<file path="config.mk">
export PLATFORM = sky130hd
export DESIGN_NAME = bmc_cell
export DESIGN_NICKNAME = d
export VERILOG_FILES = /design/src/sv/bmc_pkg.sv /design/src/sv/bmc_ram.sv /design/src/sv/bmc_cell.sv
export SDC_FILE = /design/constraint.sdc
export NUM_CORES = 2
export LEC_CHECK = 0
export BUFFER_PORTS_ARGS = -buffer_cell sky130_fd_sc_hd__buf_2
export CAP_MARGIN = 20
export CORE_UTILIZATION = 60
export CTS_BUF_LIST = sky130_fd_sc_hd__clkbuf_8
export CTS_CLUSTER_SIZE = 28
export DETAILED_ROUTE_END_ITERATION = 8
export PLACE_DENSITY_LB_ADDON = 0.3
export SLEW_MARGIN = 20
export SYNTH_ARGS = -nofsm -noshare
export SYNTH_HDL_FRONTEND = slang
export SYNTH_HIERARCHICAL = 1
export SYNTH_SLANG_ARGS = --single-unit
</file>
<file path="constraint.sdc">
create_clock -name clk -period 46.4 [get_ports clk]
set_input_delay 2.32 -clock clk [delete_from_list [all_inputs] [get_ports clk]]
set_output_delay 2.32 -clock clk [all_outputs]
set_load 0.05 [all_outputs]
</file>
<file path="src/sv/bmc_pkg.sv">
// Shared types and constants of the binary closing block.
package bmc_pkg;

  localparam int CFG_DIM_W  = 11;
  localparam int CFG_PASS_W = 4;
  localparam int CFG_IDX_W  = 2;
  localparam int TDATA_W    = 8;
  localparam int ROW_W      = 12;
  localparam int OUT_ROW_W  = 10;
  localparam int MAX_HEIGHT = 1024;

  localparam logic [CFG_DIM_W-1:0]  RST_IMAGE_WIDTH  = 11'd500;
  localparam logic [CFG_DIM_W-1:0]  RST_IMAGE_HEIGHT = 11'd375;
  localparam logic [CFG_PASS_W-1:0] RST_PASSES       = 4'd5;

  typedef enum logic {
    OP_PIXEL,
    OP_DRAIN
  } op_t;

  typedef enum logic [CFG_IDX_W-1:0] {
    REG_IMAGE_WIDTH,
    REG_IMAGE_HEIGHT,
    REG_DILATE_PASSES,
    REG_ERODE_PASSES
  } cfg_reg_t;

  typedef enum logic [1:0] {
    MODE_BYPASS,
    MODE_DILATE,
    MODE_ERODE
  } cell_mode_t;

  typedef struct packed {
    logic valid;
    logic emit;
    logic last;
  } tok_ctl_t;

endpackage

</file>
<file path="src/sv/bmc_ram.sv">
// Simple dual-port RAM with registered read.
module bmc_ram #(
  parameter int WIDTH = 1,
  parameter int DEPTH = 1024,
  localparam int AW = $clog2(DEPTH)
) (
  input  logic             clk,
  input  logic             we,
  input  logic [AW-1:0]    waddr,
  input  logic [WIDTH-1:0] wdata,
  input  logic             re,
  input  logic [AW-1:0]    raddr,
  output logic [WIDTH-1:0] rdata
);

  logic [WIDTH-1:0] mem [DEPTH];

  always_ff @(posedge clk) begin
    if (we) begin
      mem[waddr] <= wdata;
    end
    if (re) begin
      rdata <= mem[raddr];
    end
  end

endmodule

</file>
<file path="src/sv/bmc_cell.sv">
// One 3x3 dilation, erosion or bypass cell of the closing chain, with its two-row line RAM.
module bmc_cell
  import bmc_pkg::*;
#(
  parameter int MAX_WIDTH = 1024,
  localparam int CW = $clog2(MAX_WIDTH),
  localparam int WW = ($clog2(MAX_WIDTH + 1) > CFG_DIM_W) ? $clog2(MAX_WIDTH + 1) : CFG_DIM_W
) (
  input  logic                    clk,
  input  logic                    rst,
  input  logic                    en,
  input  cell_mode_t              mode,
  input  logic [WW-1:0]           img_w,
  input  logic [CFG_DIM_W-1:0]    img_h,
  input  tok_ctl_t                in_ctl,
  input  logic                    in_val,
  input  logic signed [ROW_W-1:0] in_row,
  input  logic [CW-1:0]           in_col,
  output tok_ctl_t                out_ctl,
  output logic                    out_val,
  output logic signed [ROW_W-1:0] out_row,
  output logic [CW-1:0]           out_col
);

  localparam logic signed [ROW_W-1:0] R0 = ROW_W'(0);
  localparam logic signed [ROW_W-1:0] R1 = ROW_W'(1);
  localparam logic signed [ROW_W-1:0] R2 = ROW_W'(2);
  localparam logic signed [ROW_W-1:0] R3 = ROW_W'(3);

  tok_ctl_t                a_ctl;
  logic                    a_val;
  logic signed [ROW_W-1:0] a_row;
  logic [CW-1:0]           a_col;
  logic [1:0]              rd_data;
  logic [2:0]              c0;
  logic [2:0]              c1;
  logic [2:0]              col_new;
  logic signed [ROW_W-1:0] pr;
  logic [CW-1:0]           pc;
  logic [WW-1:0]           pcw;
  logic signed [ROW_W-1:0] hs;
  logic [2:0]              row_ok;
  logic [2:0]              col_ok;
  logic [8:0]              win;
  logic [8:0]              msk;
  logic                    res;
  logic                    bypass;
  logic                    step;
  logic                    rd_en;

  assign bypass = (mode == MODE_BYPASS);
  assign step   = en & a_ctl.valid & ~bypass;
  assign rd_en  = en & in_ctl.valid & ~bypass;

  always_ff @(posedge clk) begin
    if (rst) begin
      a_ctl <= '0;
    end else if (en) begin
      a_ctl <= in_ctl;
    end
  end

  always_ff @(posedge clk) begin
    if (en) begin
      a_val <= in_val;
      a_row <= in_row;
      a_col <= in_col;
    end
  end

  bmc_ram #(
    .WIDTH(2),
    .DEPTH(MAX_WIDTH)
  ) u_line (
    .clk  (clk),
    .we   (step),
    .waddr(a_col),
    .wdata({rd_data[0], a_val}),
    .re   (rd_en),
    .raddr(in_col),
    .rdata(rd_data)
  );

  assign col_new = {rd_data[1], rd_data[0], a_val};

  always_ff @(posedge clk) begin
    if (step) begin
      c0 <= c1;
      c1 <= col_new;
    end
  end

  always_comb begin
    if (a_col != '0) begin
      pr = a_row - R1;
      pc = a_col - CW'(1);
    end else begin
      pr = a_row - R2;
      pc = CW'(img_w - WW'(1));
    end
    pcw = WW'(pc);
    hs  = signed'(ROW_W'(img_h));
    row_ok[2] = (pr >= R2) && (pr <= hs - R1);
    row_ok[1] = (pr >= R1) && (pr <= hs - R2);
    row_ok[0] = (pr >= R0) && (pr <= hs - R3);
    col_ok[2] = (pcw >= WW'(2)) && (pcw <= img_w - WW'(1));
    col_ok[1] = (pcw >= WW'(1)) && (pcw <= img_w - WW'(2));
    col_ok[0] = (pcw <= img_w - WW'(3));
    win = {c0, c1, col_new};
    for (int k = 0; k < 3; k++) begin
      for (int j = 0; j < 3; j++) begin
        msk[3 * k + j] = col_ok[k] & row_ok[j];
      end
    end
    case (mode)
      MODE_DILATE: res = |(win & msk);
      MODE_ERODE:  res = &(win | ~msk);
      default:     res = a_val;
    endcase
  end

  always_ff @(posedge clk) begin
    if (rst) begin
      out_ctl <= '0;
    end else if (en) begin
      out_ctl <= a_ctl;
    end
  end

  always_ff @(posedge clk) begin
    if (en) begin
      out_val <= res;
      out_row <= bypass ? a_row : pr;
      out_col <= bypass ? a_col : pc;
    end
  end

endmodule

</file>
# == Word-level counts from Yosys, hierarchy flattened ==
# Memory sizes are Yosys's and may differ from the RTL's. A register that Yosys moved wholly into a read port is not among the register bits.
# Cells that the tools add are included.
# W data, S select, Z words.
# word_totals
regBits,58
ram_bits,2048
inputBits,53
mem_count,1
# op_classes
addsub,9
order_cmp,11
n_eq_ne,2
n_mux,7
bitwise_logic,17
reduce_logical,9
# memory_table
name,words,width,read_ports,rd_ports_with_merged_regs,wr,line,text
u_line.mem,1024,2,1,1,1,bmc_ram.sv:16,logic [WIDTH-1:0] mem [DEPTH];
# op_table
cell,count
$le A12 B12 Y1,3
$le A10 B11 Y1,3
$mux W12,2
$sub A11 B2 Y12 const B,2
$sub A11 B2 Y11 const B,2
$mux W10,2
$and A1 B1 Y1,13
$ge A12 B1 Y1 const B,1
$ge A12 B2 Y1 const B,1
$ge A12 B3 Y1 const B,1
$sub A11 B1 Y12 const B,1
$sub A12 B2 Y12 const B,1
$sub A12 B3 Y12 const B,1
$sub A11 B1 Y11 const B,1
$ge A10 B1 Y1 const B,1
$ge A10 B2 Y1 const B,1
$reduce_bool A10 Y1,1
$sub A10 B1 Y10 const B,1
$and A9 B9 Y9,1
$not A9 Y9,1
$or A9 B9 Y9,1
$reduce_and A9 Y1,1
$reduce_or A9 Y1,1
$logic_and A1 B1 Y1,5
other kinds (6),7

# == Logic depth before layout (Yosys ltp) ==
# logic_depth
ltp_word,9
depth_mapped,18

# == By module ==
# The synthesis kept the hierarchy.
# by_module_without_submodules
mod,n_inst,cells_per_inst,area_per_inst_um2,seq_area_each_um2
bmc_ram,1,4793,83777.8,61559.0
bmc_cell,1,582,5547.8,1681.6

# == Worst setup path after synthesis ==
# OpenSTA, ideal clock, no wires.
# synth_timing
path_kind,flip-flop to flip-flop
startpoint,reg a_val
endpoint,"reg c1[0], data pin"
setup_ns,2.679
arrival_ns,12.058
required_time_ns,43.721
setup_slack_ns,31.663
stages_incl_launch_ff,1
path_cell_list,edfxtp_1
# synth_lines
item,line,text
start: declaration,bmc_cell.sv:31,logic a_val;
start signal: assignment,bmc_cell.sv:65,a_val <= in_val;
end signal: assignment,bmc_cell.sv:89,c1 <= col_new;
end: declaration,bmc_cell.sv:36,logic [2:0] c1;
# No word-level cell between the ends.

==> results.toml <==
[outcome]
status = "completed"

[timing]
period_share = 0.137
finalMaxSlewViolations = 0
fin_crit_ns = 6.36
worstMarginPinSlew_ns = 1.23
tns_ns = 0
slew_headroom = 0.177
fmax_mhz = 157
clock_skew_ns = 0.0663
finalHoldViolations = 0
rsz0062_at_grt = "no"
report.final.setup_viol = 0
hold_ws_ns = 0.489

[cts]
cts_htree_levels = 5
cts_tree = "yes"
clkSinkCount = 2108
cts_max_path_buffers = 4
cts_hold_buffers = 0
ctsRootBufferMaster = "clkbuf_8"
numCtsBuffers = 336
ctsResizeCount = 0
clk_pin_slew_ns = 0.06
cts_setup_buffers = 0
clk_latency_ns = 1.05

[pwr]
p_per_area_mw_per_mm2 = 38.7
ir_worst_vdd_mv = 0.0282
leakage_nw = 30.3

[die]
ios = 79
num_rows = 141
die_x_um = 388
core_mm2 = 0.148
die_area_mm2 = 0.150
start_util = 0.605
die_y_um = 388

[finish]
nets = 5614
drive_gt1_frac = 0.194
fin_cells = 7641
fin_area_mm2 = 0.0970
post-route-util = 0.657
area_delta_synth_final_pct = 8.58

[place]
placedCellCount = 7071
placed_area_mm2 = 0.0913
io_buffers = 78
dp_hpwl_um = 130000
gp_congestion = 0.902

[global_route]
grt_max_degree = 221
track_usage = 0.318
grt_antenna_before_repair = 14
grt_pass1_wl_um = 344000
grt_overflow_total = 0
first_global_vias = 51800

[route]
ant_nets = 0
dr.pass1.iters = 6
dr_total_vias = 51800
drt_iter0_markers = 8519
drc_errors = 0
routed_via_density = 6.78
avgRoutedWirePerCell_um = 31.0
finalWirelength_um = 237000

[worst_setup_path]
crit_required_ns = 47.28
start_kind = "primary input"
critical_path_class = "in2reg"
slowest_delay_ns = 0.78
cp-end-kind = "flip-flop"
crit_path_top_delay_cell = "buf_4"
rr_startpoint = "a_col[0]"
reg2reg_depth = 14
crit_arrival_ns = 7.24
reg2reg_to = "out_val"
r2r_setup_slack_ns = 40.91
worstPathCellList = "buf_8, buf_4, buf_4, mux2i_1, o221ai_1, o22ai_1, o21ai_1, o221ai_1, o21a_1, or3_1, nand4_1"
crit_fanout = 67
worstPathBufferInverterCount = 3
crit_family = "buffers and inverters"

[min_path]
min_from = "a_ctl[2]"
min_path_cells = 2
holdPathEnd = "a_ctl[2]"
min_path_type = "reg2reg"

[yosys]
synth_area_mm2 = 0.0893
avgSynthCellArea_um2 = 16.6
synth-async-reset-ratio = 0
ys_types = 91
yosysWarningCount = 6
syn_inst = 5375
ys_seq_area_frac = 0.708
ys_ff_latch = 2108
ys.flop_type = "edfxtp_1"
synth_edf_count = 2102
syn-num-nets = 5509

[flow_run]
cap_violations = 0
layout by cell type (no fill, tap or decap), types with 14 or more instances in the layout:
cell	netlist	layout
edfxtp_1	2102	2102
nor2_1	1094	1091
mux4_2	449	449
clkbuf_8	0	338
mux2i_1	214	214
inv_1	28	132
nand2_1	133	112
buf_4	28	95
a21oi_1	90	90
o221ai_1	84	84
clkinv_1	1	82
ha_1	81	81
buf_2	30	74
nor3_1	66	65
o21ai_0	53	52
a22oi_1	47	47
o22ai_1	45	45
xnor2_1	42	42
nand3_1	59	35
xor2_1	30	30
clkinv_2	0	30
nand4_1	25	25
nand3_4	0	24
nor4_1	21	21
nor2b_1	25	21
nand2_2	0	20
mux2_2	19	19
a211oi_1	15	15
nand2b_1	15	14
a22o_1	14	14
sequential cells by signal (all words and copies together), names as in the netlist:
register,count
a_col,10
a_ctl,3
a_row,12
a_val,1
c0,3
c1,3
out_col,10
out_ctl,3
out_row,12
out_val,1
u_line/mem,2048
u_line/rdata,2
area by class of cell:
class                      count  area [um2]
sequential                  2108       63200
fill                        9793       50700
multi-input combinational   2821       24200
clock buffer                 338        4650
tap                         1930        2410
timing repair buffer         183        1320
clock inverter               223         993
inverter                      30         115
antenna                        8        20.0
metal layers:
layer | track usage | part of all wire | up-vias
met5 | 0 | 0.00012 | -
met4 | 0.150 | 0.049 | 4
met3 | 0.0801 | 0.13 | 650
met1 | 0.425 | 0.35 | 26300
li1 | - | - | 21300
met2 | 0.494 | 0.47 | 3554
synthesized netlist by cell type, types with 35 or more instances:
master	instances	area, um2
buf_1	56	210
xnor2_1	42	368
clkbuf_1	251	942
nor3_1	66	330
nor2_1	1094	4110
mux4_2	449	10100
nand2_1	133	499
o21ai_0	53	265
edfxtp_1	2102	63100
nand3_1	59	295
buf_6	35	394
mux2i_1	214	2140
a21oi_1	90	450
o22ai_1	45	282
a22oi_1	47	353
o221ai_1	84	736
ha_1	81	1010
kinds of logic after synthesis:
family / after synthesis / share of synthesized area
xor+xnor: 72 / 0.00706
flops: 2108 / 0.708
simple gates: 1529 / 0.0722
buf+inv: 446 / 0.0254
mux: 684 / 0.140
compound gates: 455 / 0.0361
fa+ha+maj: 81 / 0.0113
per-stage QoR:
stage          setup WS, ns  total power, mW
2_1_floorplan         31.66             2.36
3_3_place_gp          38.79             2.40
3_5_place_dp          39.18             2.40
4_1_cts               40.28             3.77
5_1_grt               39.87             3.86
6_report              40.04             3.76
worst register-to-register path, cell delays in order (launching register included):
cell	delay (ns)
edfxtp_1	0.67
inv_1	0.18
ha_1	0.21
nor4b_1	0.64
a211oi_1	0.11
nor3_1	0.44
a21boi_0	0.51
ha_1	0.35
a21oi_1	0.15
nor2b_1	0.05
o311ai_0	0.86
o21ai_0	0.39
o221ai_1	0.36
a22o_1	0.22
o221ai_2	0.09
how the worst max path moves through the flow:
stage / from / to / slack [ns] / cells after the start
after floorplan: a_val / c1[0] / 31.66 / 0
final: in_col[0] / u_line/rdata[0] / 40.04 / 11
after detailed placement: in_col[0] / u_line/rdata[1] / 39.18 / 11
after global routing: in_col[0] / u_line/rdata[0] / 39.87 / 11
after global placement: in_col[0] / u_line/rdata[0] / 38.79 / 11
after CTS: in_col[0] / u_line/rdata[0] / 40.28 / 11
power breakdown:
part	switching, mW	leakage [nW]	internal [mW]
combinational	0.169	8.01	0.0818
sequential	0.00537	19.0	2.11
clock	0.696	3.29	0.694
(Power assumes the default switching activity.)
